<file path="src/design/qft_pkg.sv">
// ----------------------------------------------------------------------------
// qft_pkg
// Shared types and constants for the quoted field tokenizer.
// ----------------------------------------------------------------------------
package qft_pkg;

    localparam int unsigned MAX_FIELDS_DEFAULT = 255;
    localparam int unsigned RESULT_DEPTH       = 4;
    localparam int unsigned RESULT_AW          = $clog2(RESULT_DEPTH);

    localparam logic [7:0] QUOTE_BYTE     = 8'h22;
    localparam logic [7:0] BACKSLASH_BYTE = 8'h5C;

    typedef enum logic [2:0] {
        KIND_CONT  = 3'd0,
        KIND_START = 3'd1,
        KIND_END   = 3'd2,
        KIND_EMPTY = 3'd3,
        KIND_DONE  = 3'd4,
        KIND_ERROR = 3'd5
    } kind_t;

    typedef enum logic [1:0] {
        ERR_NONE      = 2'd0,
        ERR_BACKSLASH = 2'd1,
        ERR_QUOTE     = 2'd2
    } err_t;

    typedef struct packed {
        kind_t      kind;
        logic [7:0] char_out;
        logic [7:0] field_number;
        err_t       error_code;
        logic       last;
    } result_t;

    function automatic logic is_space(input logic [7:0] c);
        return (c == 8'h20) || ((c >= 8'h09) && (c <= 8'h0D));
    endfunction

endpackage

</file>
<file path="src/design/qft_core.sv">
// ----------------------------------------------------------------------------
// qft_core
// Tokenizer state flags, field counter and per-beat result generation.
// ----------------------------------------------------------------------------
module qft_core #(
    parameter int unsigned MAX_FIELDS = qft_pkg::MAX_FIELDS_DEFAULT
) (
    input  logic             aclk,
    input  logic             aresetn,
    input  logic             take,
    input  logic [7:0]       char_byte,
    input  logic             end_of_line,
    output logic [1:0]       push_n,
    output qft_pkg::result_t res0,
    output qft_pkg::result_t res1
);

    localparam logic [7:0] COUNT_LIMIT =
        (MAX_FIELDS > 255) ? 8'd255 : ((MAX_FIELDS < 1) ? 8'd1 : MAX_FIELDS[7:0]);

    logic       field_reg, field_next;
    logic       quotes_reg, quotes_next;
    logic       esc_reg, esc_next;
    logic [7:0] cnt_reg, cnt_next;

    logic [7:0]       cur_idx;
    logic [7:0]       cnt_inc;
    logic [7:0]       start_idx;
    qft_pkg::result_t r0, r1, fin, emit;
    logic [1:0]       n;

    always_comb begin
        cur_idx   = cnt_reg - 8'd1;
        cnt_inc   = (cnt_reg < COUNT_LIMIT) ? cnt_reg + 8'd1 : cnt_reg;
        start_idx = cnt_inc - 8'd1;

        fin = '{kind: qft_pkg::KIND_DONE, char_out: 8'd0, field_number: cnt_reg,
                error_code: qft_pkg::ERR_NONE, last: 1'b1};
        if (esc_reg) begin
            fin.kind         = qft_pkg::KIND_ERROR;
            fin.field_number = 8'd0;
            fin.error_code   = qft_pkg::ERR_BACKSLASH;
        end else if (quotes_reg) begin
            fin.kind         = qft_pkg::KIND_ERROR;
            fin.field_number = 8'd0;
            fin.error_code   = qft_pkg::ERR_QUOTE;
        end

        emit = '{kind: qft_pkg::KIND_CONT, char_out: char_byte, field_number: cur_idx,
                 error_code: qft_pkg::ERR_NONE, last: 1'b1};
        if (!field_reg) begin
            emit.kind         = qft_pkg::KIND_START;
            emit.field_number = start_idx;
        end

        r0 = '{kind: qft_pkg::KIND_END, char_out: 8'd0, field_number: cur_idx,
               error_code: qft_pkg::ERR_NONE, last: 1'b1};
        r1          = fin;
        n           = 2'd0;
        field_next  = field_reg;
        quotes_next = quotes_reg;
        esc_next    = esc_reg;
        cnt_next    = cnt_reg;

        if (end_of_line) begin
            if (field_reg) begin
                r0.last = 1'b0;
                n       = 2'd2;
            end else begin
                r0 = fin;
                n  = 2'd1;
            end
            field_next  = 1'b0;
            quotes_next = 1'b0;
            esc_next    = 1'b0;
            cnt_next    = 8'd0;
        end else if (esc_reg) begin
            esc_next   = 1'b0;
            r0         = emit;
            n          = 2'd1;
            field_next = 1'b1;
            if (!field_reg) cnt_next = cnt_inc;
        end else if (qft_pkg::is_space(char_byte) && !quotes_reg) begin
            if (field_reg) begin
                n          = 2'd1;
                field_next = 1'b0;
            end
        end else if (char_byte == qft_pkg::QUOTE_BYTE) begin
            if (quotes_reg) begin
                n = 2'd1;
                if (!field_reg) begin
                    r0.kind         = qft_pkg::KIND_EMPTY;
                    r0.field_number = start_idx;
                    cnt_next        = cnt_inc;
                end
                field_next  = 1'b0;
                quotes_next = 1'b0;
            end else begin
                quotes_next = 1'b1;
            end
        end else if (char_byte == qft_pkg::BACKSLASH_BYTE && quotes_reg) begin
            esc_next = 1'b1;
        end else begin
            r0         = emit;
            n          = 2'd1;
            field_next = 1'b1;
            if (!field_reg) cnt_next = cnt_inc;
        end
    end

    always_ff @(posedge aclk) begin
        if (!aresetn) begin
            field_reg  <= 1'b0;
            quotes_reg <= 1'b0;
            esc_reg    <= 1'b0;
            cnt_reg    <= 8'd0;
        end else if (take) begin
            field_reg  <= field_next;
            quotes_reg <= quotes_next;
            esc_reg    <= esc_next;
            cnt_reg    <= cnt_next;
        end
    end

    assign push_n = take ? n : 2'd0;
    assign res0   = r0;
    assign res1   = r1;

    a_esc_in_quotes: assert property (@(posedge aclk) disable iff (!aresetn)
        esc_reg |-> quotes_reg)
        else $error("escape pending outside quotes");

    a_count_limit: assert property (@(posedge aclk) disable iff (!aresetn)
        cnt_reg <= COUNT_LIMIT)
        else $error("field counter above limit");

    a_eol_clears: assert property (@(posedge aclk) disable iff (!aresetn)
        take && end_of_line |=> !field_reg && !quotes_reg && !esc_reg && cnt_reg == 8'd0)
        else $error("state not cleared after end of line");

endmodule

</file>
<file path="src/design/qft_out_fifo.sv">
// ----------------------------------------------------------------------------
// qft_out_fifo
// Small result queue taking up to two result beats per cycle, one out.
// ----------------------------------------------------------------------------
module qft_out_fifo (
    input  logic             aclk,
    input  logic             aresetn,
    input  logic [1:0]       push_n,
    input  qft_pkg::result_t res0,
    input  qft_pkg::result_t res1,
    output logic             room,
    output logic             m_valid,
    input  logic             m_ready,
    output qft_pkg::result_t m_data
);

    localparam int unsigned DEPTH = qft_pkg::RESULT_DEPTH;
    localparam int unsigned AW    = qft_pkg::RESULT_AW;

    qft_pkg::result_t mem [DEPTH];

    logic [AW-1:0] wp_reg, wp_next;
    logic [AW-1:0] rp_reg, rp_next;
    logic [AW:0]   count_reg, count_next;
    logic          pop;

    assign pop     = m_valid && m_ready;
    assign m_valid = (count_reg != '0);
    assign m_data  = mem[rp_reg];
    assign room    = (count_reg <= (AW+1)'(DEPTH - 2));

    always_comb begin
        wp_next    = wp_reg + AW'(push_n);
        rp_next    = rp_reg + AW'(pop);
        count_next = count_reg + (AW+1)'(push_n) - (AW+1)'(pop);
    end

    always_ff @(posedge aclk) begin
        if (push_n != 2'd0) mem[wp_reg] <= res0;
        if (push_n == 2'd2) mem[wp_reg + AW'(1)] <= res1;
    end

    always_ff @(posedge aclk) begin
        if (!aresetn) begin
            wp_reg    <= '0;
            rp_reg    <= '0;
            count_reg <= '0;
        end else begin
            wp_reg    <= wp_next;
            rp_reg    <= rp_next;
            count_reg <= count_next;
        end
    end

    a_no_overflow: assert property (@(posedge aclk) disable iff (!aresetn)
        count_reg <= (AW+1)'(DEPTH))
        else $error("result queue overflow");

    a_push_needs_room: assert property (@(posedge aclk) disable iff (!aresetn)
        push_n != 2'd0 |-> room)
        else $error("push without room");

    a_ptr_gap: assert property (@(posedge aclk) disable iff (!aresetn)
        AW'(wp_reg - rp_reg) == count_reg[AW-1:0])
        else $error("pointer gap disagrees with count");

endmodule

</file>
<file path="src/design/quoted_field_tokenizer.sv">
// ----------------------------------------------------------------------------
// quoted_field_tokenizer
// Splits a command line, one byte per beat, into quoted or blank-separated
// fields.
// ----------------------------------------------------------------------------
// Each input beat carries one byte or an end-of-line marker. A byte beat is
// handled in the cycle it is accepted and gives zero or one result beat; an
// end-of-line beat gives one or two (field end, then done or error) and
// clears the tokenizer state. Results go through a four-entry queue, so the
// block takes one input beat per cycle while results drain at one per
// cycle; s_ready drops only when the queue cannot hold two more results,
// which happens when the output side stalls or an end-of-line beat closes
// an open field. The field count saturates at MAX_FIELDS clamped to 1..255.
module quoted_field_tokenizer #(
    parameter int unsigned MAX_FIELDS = qft_pkg::MAX_FIELDS_DEFAULT
) (
    input  logic       aclk,
    input  logic       aresetn,
    input  logic       s_valid,
    output logic       s_ready,
    input  logic [7:0] s_char_byte,
    input  logic       s_end_of_line,
    output logic       m_valid,
    input  logic       m_ready,
    output logic [2:0] m_kind,
    output logic [7:0] m_char_out,
    output logic [7:0] m_field_number,
    output logic [1:0] m_error_code,
    output logic       m_last
);

    logic             take;
    logic             room;
    logic [1:0]       push_n;
    qft_pkg::result_t res0, res1, m_data;

    assign s_ready = room;
    assign take    = s_valid && room;

    qft_core #(
        .MAX_FIELDS (MAX_FIELDS)
    ) u_core (
        .aclk        (aclk),
        .aresetn     (aresetn),
        .take        (take),
        .char_byte   (s_char_byte),
        .end_of_line (s_end_of_line),
        .push_n      (push_n),
        .res0        (res0),
        .res1        (res1)
    );

    qft_out_fifo u_fifo (
        .aclk    (aclk),
        .aresetn (aresetn),
        .push_n  (push_n),
        .res0    (res0),
        .res1    (res1),
        .room    (room),
        .m_valid (m_valid),
        .m_ready (m_ready),
        .m_data  (m_data)
    );

    assign m_kind         = m_data.kind;
    assign m_char_out     = m_data.char_out;
    assign m_field_number = m_data.field_number;
    assign m_error_code   = m_data.error_code;
    assign m_last         = m_data.last;

endmodule

</file>
<file path="config.mk">
export PLATFORM = sky130hd
export DESIGN_NAME = quoted_field_tokenizer
export DESIGN_NICKNAME = d
export VERILOG_FILES = /design/src/design/qft_pkg.sv /design/src/design/qft_core.sv /design/src/design/qft_out_fifo.sv /design/src/design/quoted_field_tokenizer.sv
export SDC_FILE = /design/constraint.sdc
export NUM_CORES = 1
export LEC_CHECK = 0
export BUFFER_PORTS_ARGS = -buffer_cell sky130_fd_sc_hd__buf_2
export CAP_MARGIN = 40
export CORE_MARGIN = 4
export CORE_UTILIZATION = 54
export DETAILED_ROUTE_END_ITERATION = 8
export PLACE_DENSITY = 0.86
export SYNTH_ARGS = -nofsm -noshare
export SYNTH_HDL_FRONTEND = slang
export SYNTH_SLANG_ARGS = --single-unit
</file>
<file path="constraint.sdc">
create_clock -name aclk -period 2.7 [get_ports aclk]
set_input_delay 0.405 -clock aclk [delete_from_list [all_inputs] [get_ports aclk]]
set_output_delay 0.405 -clock aclk [all_outputs]
set_load 0.02 [all_outputs]
</file>
# == Word level (Yosys, flattened, before mapping) ==
# Memories as Yosys holds them, arrays and structs flattened. A register that Yosys moved wholly into a read port is not among the register bits.
# Index checks and enable logic that the tools add are counted.
# totals
ramBits,88
word_cells,101
out_inout_bits,24
inputBits,13
regBits,18
memories,1
# mem_list
memory,words,word_bits,rd,rd_clocked_by_memory_dff,write_ports,line_no,rtl
u_fifo.mem,4,22,1,1,2,qft_out_fifo.sv:20,qft_pkg::result_t mem [DEPTH];
# classes
add_sub_neg,8
eq_ne,11
n_mux,57
n_lt_le_gt_ge,4
reduce_logical,13
# op_table
op,n
$mux W8,12
$mux W22,3
$mux W21,2
$mux W1,27
$mux W10,2
$eq A8 B6 Y1 const B,2
$sub A8 B1 Y8 const B,2
$mux W2,7
$mux W3,4
$ne A5 B2 Y1 const B,2
$add A8 B1 Y8 const B,1
$eq A8 B7 Y1 const B,1
$ge A8 B4 Y1 const B,1
$le A8 B4 Y1 const B,1
$lt A8 B8 Y1 const B,1
$ne A4 B2 Y1 const B,2
$reduce_and A4 Y1,2
$logic_and A1 B1 Y1,5
$ne A2 B2 Y1 const B,2
$reduce_bool A2 Y1,2
$add A3 B2 Y3,1
$le A3 B2 Y1 const B,1
$ne A3 B2 Y1 const B,1
$reduce_and A3 Y1,1
other kinds (8),8

# == Longest topological paths before layout ==
# Gate-level depths: netlist (run 1).
# logic_depth
depth_word,11
mapped_depth,11
ltp_nobuf,10

# == Modules after synthesis ==
# Synthesis (run 1) repeated with hierarchy kept, for this count alone.
# hier_totals
cells_unflattened,521
hier_area_um2,6551.3
# by_module_without_submodules
module,n_inst,cells_per_inst,area_per_inst_um2,seq_area_each_um2
qft_out_fifo,1,258,4729.5,2782.7
qft_core,1,262,1815.5,220.2
quoted_field_tokenizer,1,1,6.3,0.0

# == Worst setup path after synthesis (run 1) ==
# No wires, ideal clock.
# synth_path
kind,input to register
start,in s_char_byte[1]
end,reg u_fifo.count_reg[2]
path_slack_ns,-0.199
setup_ns,0.128
t_arrival_ns,2.771
required_time_ns,2.572
path_buffers,2
stages,11
cell_sequence,clkbuf_1 -> nor4bb_1 -> and4b_1 -> a21o_1 -> buf_1 -> a21oi_1 -> ha_1 -> fa_1 -> xor2_1 -> xnor2_1 -> nor2_1
# synth_via
elab_chain_cells,10
elab_cells_between_ends,17
cone_classes,2 x add/sub; 2 x order compare; 3 x eq/ne; 6 x mux; 4 x reduce/logical
# synth_rtl
element,line_no,rtl
"start, declared",quoted_field_tokenizer.sv:21,"input logic [7:0] s_char_byte,"
"$ge A8 B4 Y1, or another cell as far along",qft_pkg.sv:38,return (c == 8'h20) || ((c >= 8'h09) && (c <= 8'h0D));
"$logic_and A1 B1 Y1, on equally long branches","qft_pkg.sv:38, qft_core.sv:101",
$logic_or A1 B1 Y1 / $mux W1 (equally long branches),"qft_pkg.sv:38, qft_core.sv:101",
$logic_and A1 B1 Y1 / $mux W2 (equally long branches),"qft_core.sv:83, qft_core.sv:88",
$mux W2 (*),qft_core.sv:83,end else if (qft_pkg::is_space(char_byte) && !quotes_reg) begin
$mux W2 (*),qft_core.sv:77,end else if (esc_reg) begin
$mux W2 (*),qft_core.sv:65,if (end_of_line) begin
$mux W2 (*),qft_core.sv:125,assign push_n = take ? n : 2'd0;
$add A3 B2 Y3 (*),qft_out_fifo.sv:35,count_next = count_reg + (AW+1)'(push_n) - (AW+1)'(pop);
$sub A3 B1 Y3 (*),qft_out_fifo.sv:35,
"end signal, assigned",qft_out_fifo.sv:51,count_reg <= count_next;
"end, declared",qft_out_fifo.sv:24,"logic [AW:0] count_reg, count_next;"
# Every way passes the cells marked *; elsewhere a longest branch is shown, timed or not.
# A chain may end at the register's enable or synchronous reset.

==> out/results.ini, run 1 <==
[timing]
period_utilization = 0.9797
final_hold_viol_count = 0
setup_viol = 0
finalClockSkew_ps = 14.36
slew_violations = 0
achievable-frequency_mhz = 378.1
post-route-min-period_ps = 2645
tightestPinTransition_ps = 772.2
hold-worst-slack_ps = 309.1
worst_slew_margin_rel = 0.4833

[grt]
grt_use_total = 0.2565
initial_antenna_violation_count = 0
global_route_wire_length_before_repair_mm = 25.94
first_global_vias = 5192
final_global_route_overflow_total = 0
grt_start_max_net_pins = 32

[floorplanning]
die_area_um2 = 12410
num_io_pins = 37
placement_rows = 37
chipHeight_um = 111.4
initial_core_utilization = 0.5567
core_area_um2 = 10370
chipWidth_um = 111.4

[critical_path]
path_class = reg2reg
critPathMaxFanout = 9
end_kind = flip-flop
crit_path_dat_ps = 2750
critical_path.startpoint_type = flip-flop
worst_ep_required_time_ps = 2810

[logic_synthesis]
synth_enable_flop_cells = 44
syn-instance-count = 605
synthesis.yosys.warnings = 0
synth.distinct_cells = 67
yosys_register_bits = 106
synthesis.area_um2 = 5773
synthFlopType = dfxtp_1
post_synth_arst_share = 0
synthesis.nets = 627
postSynthAreaPerCell_um2 = 9.542
seq_area_frac_synth = 0.4439

[power]
leakagePower_nw = 2.654
vdd.ir_drop.worst_mv = 0.4117
power.switching_fraction = 0.3571
power-per-cell-area_nw_per_um2 = 804.0
total_power_mw = 5.430
power.sequential.fraction = 0.422
p_switching_mw = 1.939
clock_share_of_power = 0.194
p_comb_frac = 0.384
cellInternalPower_mw = 3.491

[layout]
drive_gt1_frac = 0.2422
instances_no_fill = 809
final_net_count = 691
final_common_cell = nand3_1
layout-area-overhead-vs-synth_pct = 16.99
most_frequent_cells_in_the_layout = nand3_1, nand2_1, buf_4, dfxtp_1, edfxtp_1
final_core_util = 0.6513
finalInstanceArea_um2 = 6754
largest_reg_flops = 88
antenna_cells = 0

[placed_design]
dp_hpwl_mm = 11.40
place.gp.congestion = 1.001
dp.cells = 789
placedInstanceArea_um2 = 6489
numPortBuffers = 36

[flow_run]
count_of_max_cap_constraint_violations = 0

[cts]
clock_sink_count = 106
clock_tree_buf_depth = 2
htree_num_levels = 3
clk_root_buffer_cell = clkbuf_8
cts.clk_slew.worst_paths_ps = 90
clock_tree_from_tritoncts = done
numCtsBuffers = 9
worst_skew_pair.late_latency_ps = 380

[status]
status = completed

[drt]
initialDrtViolationCount = 818
drcViolationCount = 0
detail-route-antenna-nets = 0
routed_wl_mm = 16.25
detailroute.via_count = 5413
first_pass_iters = 7
detail_route.wl_per_cell_um = 20.09
route.detailed.vias_per_inst = 6.691

[worst_hold_path]
min_delay_path_class = in2reg

-- final cells by class --
| class | count | area [um^2] |
|---|---|---|
| Multi-Input combinational cell | 427 | 2959 |
| Clock buffer | 12 | 166.4 |
| Fill cell | 760 | 3616 |
| Sequential cell | 106 | 2562 |
| Clock inverter | 3 | 45.04 |
| Tap cell | 136 | 170.2 |
| Inverter | 16 | 60.06 |
| Timing Repair Buffer | 109 | 790.8 |
-- cell families after synthesis --
kind of cell,after synthesis,share of synthesized area
compound gates,135,0.1597
fa+ha+maj,9,0.02081
simple gates,239,0.2048
flops,106,0.4439
buf+inv,72,0.04985
xor+xnor,14,0.02124
mux,30,0.09970
-- cell usage after synthesis (8+ instances only) --
master | instances | share of area
o22ai_1 | 37 | 0.040
mux2i_1 | 8 | 0.014
o21ai_0 | 23 | 0.020
and2_1 | 10 | 0.011
nor3_1 | 8 | 0.0069
inv_1 | 15 | 0.0098
nand2_1 | 71 | 0.046
mux4_2 | 22 | 0.086
edfxtp_1 | 44 | 0.23
nor2b_1 | 8 | 0.0087
a21oi_1 | 21 | 0.018
clkbuf_1 | 47 | 0.031
nor2_1 | 30 | 0.020
ha_1 | 8 | 0.017
xnor2_1 | 11 | 0.017
nand3_1 | 78 | 0.068
dfxtp_1 | 62 | 0.21
-- per-layer routing --
metal / vias to the layer above / GRT usage / routed length [um]
met1: 2538 / 0.3248 / 6014
met5: - / 0 / 0
met2: 424 / 0.4298 / 7846
met3: 74 / 0.05326 / 1835
li1: 2377 / - / -
met4: 0 / 0.1062 / 557
-- through the flow --
step | TNS (ps) | setup WS (ps)
after CTS | 0 | 7.650
after global placement | 0 | 59.04
after global routing | -35.53 | -24.16
final | 0 | 54.85
after floorplan | 0 | 3.480
after detailed placement | 0 | 6.577
-- worst max-delay path, stage by stage, from the launching register on --
cell	delay, ps
dfxtp_1	340
buf_4	170
inv_1	110
ha_1	330
mux2i_2	210
ha_2	240
o211ai_1	160
o21bai_1	220
xor2_1	160
o21ai_1	190
buf_4	170
o22ai_1	80
-- power by group through the flow --
stage / Clock [mW] / Sequential, mW / Combinational (mW)
2_1_floorplan: 0 / 2.23 / 1.43
3_3_place_gp: 0 / 2.27 / 1.97
3_5_place_dp: 0 / 2.31 / 2.05
4_1_cts: 1.05 / 2.28 / 2.06
5_1_grt: 1.12 / 2.32 / 2.25
6_report: 1.05 / 2.29 / 2.08
-- final timing paths --
check	startpoint	to	slack, ps	cells past startpoint
setup reg to reg	u_core.cnt_reg[0]	u_fifo.mem[3][7]	50	11
hold / removal	aresetn	u_core.cnt_reg[0]	310	2
hold reg to reg	u_fifo.mem[1][12]	u_fifo.mem[1][12]	460	2
setup / recovery	u_core.cnt_reg[0]	u_fifo.mem[3][7]	50	11
-- what timing repair did --
item	4_1_cts	5_1_grt
endpoints found under the setup margin	0	8
gates resized for setup	0	6
setup buffers	0	5
hold buffers	0	0
No activity file was read; power rests on OpenSTA's default activity.
==> run 2, diff against run 1 <==
==> constraint.sdc (replaced) <==
create_clock -name aclk -period 2.7 [get_ports aclk]
set_input_delay 0.54 -clock aclk [delete_from_list [all_inputs] [get_ports aclk]]
set_output_delay 0.54 -clock aclk [all_outputs]
set_load 0.02 [all_outputs]
==> run 2 against run 1 <==
Sequential power about the same. Die area unchanged. Highest routed layer unchanged. Worst setup slack better by 83 ps. First-iteration DRC count down 10%. Power down 0.20%. Register-to-register slack better by 80 ps. Routed wire length up 3.3%. Critical path depth down 2. Non-clock buffer count up 9. Core utilization up 0.48 points. Maximum frequency up 3.2%.
==> out/results.ini, run 2 (same netlist as run 1, synthesis figures left out) <==
[critical_path]
critPathMaxFanout = 9  ; unchanged
rr_worst_depth = 11  ; unchanged
critPathMostFrequentCell = buf_4
reg2reg_slack_ps = 140  ; +80 ps
cp_slowest_stage_delay_ps = 540  ; +200 ps
end_kind = flip-flop
critical_path.cell_chain = buf_2 -> buf_4 -> nor4b_1 -> a211o_1 -> a21oi_1 -> buf_4 -> o211ai_1 -> buf_4 -> o22ai_1
path_class = in2reg
crit_path_dat_ps = 2670  ; -80 ps
critical_path.startpoint_type = input port
critical_path.slowest_cell = nor4b_1
worst_ep_required_time_ps = 2810  ; about the same

[floorplanning]
chipWidth_um = 111.4  ; unchanged
die_area_um2 = 12410  ; unchanged
num_io_pins = 37  ; unchanged
core_area_um2 = 10370  ; unchanged
placement_rows = 37  ; unchanged
chipHeight_um = 111.4  ; unchanged
initial_core_utilization = 0.5567  ; unchanged

[flow_run]
count_of_max_cap_constraint_violations = 0  ; unchanged

[worst_hold_path]
min_delay_path_class = in2reg
min_delay_path_depth = 2  ; unchanged

[timing]
period_utilization = 0.9489  ; -0.03078
finalClockSkew_ps = 8.713  ; -5.647 ps
worst_slew_margin_rel = 0.5092  ; +0.02589
final_hold_viol_count = 0  ; unchanged
achievable-frequency_mhz = 390.3  ; +3.2%
timing.setup.tns_ps = 0  ; unchanged
slew_violations = 0  ; unchanged
tightestPinTransition_ps = 733.5  ; -38.69 ps
hold-worst-slack_ps = 425.3  ; +116.3 ps
setup_viol = 0  ; unchanged
post_layout_worst_setup_margin_ps = 138.0  ; +83.11 ps
post-route-min-period_ps = 2562  ; -83.11 ps

[cts]
worst_skew_pair.late_latency_ps = 390  ; about the same
clock_tree_from_tritoncts = done
clk_root_buffer_cell = clkbuf_8
numCtsBuffers = 9  ; unchanged
clock_sink_count = 106  ; unchanged
cts.clk_slew.worst_paths_ps = 110  ; +20 ps
htree_num_levels = 3  ; unchanged
clock_tree_buf_depth = 2  ; unchanged
hold_fix_buffers_at_cts = 0  ; unchanged

[grt]
grt_start_max_net_pins = 36  ; +13%
global_route_wire_length_before_repair_mm = 26.84  ; +3.5%
initial_antenna_violation_count = 0  ; unchanged
first_global_vias = 5331  ; +2.7%
final_global_route_overflow_total = 0  ; unchanged
grt_use_total = 0.2697  ; +0.01321

[drt]
routedLengthMet1_mm = 6.228  ; +3.6%
wl_met3_mm = 1.766  ; -3.8%
met2_length_mm = 8.133  ; +3.7%
detailroute.via_count = 5456  ; +0.79%
initialDrtViolationCount = 736  ; -10%
detail_route.wl_per_cell_um = 20.51  ; +2.1%
route.detailed.vias_per_inst = 6.662  ; -0.44%
routed_wl_mm = 16.79  ; +3.3%
detail-route-antenna-nets = 0  ; unchanged
drcViolationCount = 0  ; unchanged
maxUsedRoutingLayer = met4
first_pass_iters = 6  ; -1

[placed_design]
numPortBuffers = 36  ; unchanged
placedInstanceArea_um2 = 6575  ; +1.3%
place.gp.congestion = 0.9519  ; -4.9%
dp.cells = 801  ; +1.5%
preCtsSetupSlack_ps = -107.2  ; -113.8 ps
dp_hpwl_mm = 11.87  ; +4.1%

[layout]
filler_cell_count = 794  ; +4.5%
drive_gt1_frac = 0.2577  ; +0.01549
final_net_count = 700  ; +1.3%
most_frequent_cells_in_the_layout = nand3_1, buf_4, nand2_1, dfxtp_1, edfxtp_1
instances_no_fill = 819  ; +1.2%
register_area_um2 = 2565  ; about the same
layout-area-overhead-vs-synth_pct = 17.86
antenna_cells = 0  ; unchanged
finalInstanceArea_um2 = 6804  ; +0.74%
multi_input_comb_area_um2 = 2955  ; -0.13%
final_common_cell = nand3_1
final_core_util = 0.6561  ; +0.004826
largest_reg_flops = 88  ; unchanged

[power]
power-per-cell-area_nw_per_um2 = 796.5  ; -0.93%
total_power_mw = 5.420  ; -0.20%
vdd.ir_drop.worst_mv = 0.3890  ; -5.5%
leakagePower_nw = 2.688  ; +1.3%

[status]
status = completed

run 2: layer usage:
metal  track usage  up-vias
met5             0        -
met4        0.1176        0
met3       0.04783       76
met2        0.4568      408
met1        0.3400     2572
li1              -     2400
run 2: final cells by class:
cell class                 count  share of cell area
multi-input combinational    427              0.4343
inverter                      16            0.008827
sequential                   106              0.3770
clock inverter                 7             0.01048
tap                          136             0.02501
timing repair buffer         118              0.1261
clock buffer                   9             0.01821
run 2: what timing repair did:
| action | CTS | global route |
|---|---|---|
| resized for setup | 0 | 8 |
| setup buffers | 0 | 2 |
| endpoints found under the setup margin | 0 | 11 |
run 2: worst max-delay path, delay by kind of cell:
| family | cells | cell delay, ps |
|---|---|---|
| buffers and inverters | 4 | 700 |
| AOI/OAI and AO/OA | 4 | 880 |
| and+or+nand+nor | 1 | 540 |
run 2: final timing paths:
path,start,endpoint
setup / recovery,s_char_byte[3],u_fifo.mem[0][19]
hold reg to reg,u_fifo.mem[3][14],u_fifo.mem[3][14]
hold / removal,aresetn,u_core.cnt_reg[0]
setup reg to reg,u_core.cnt_reg[0],u_fifo.mem[3][7]
run 2: where the power goes:
group          leakage (nW)  internal (mW)  switching (mW)  total, mW
clock network         0.101          0.363           0.616      0.980
registers             0.932           2.06           0.235       2.30
logic                  1.66          0.951            1.19       2.14
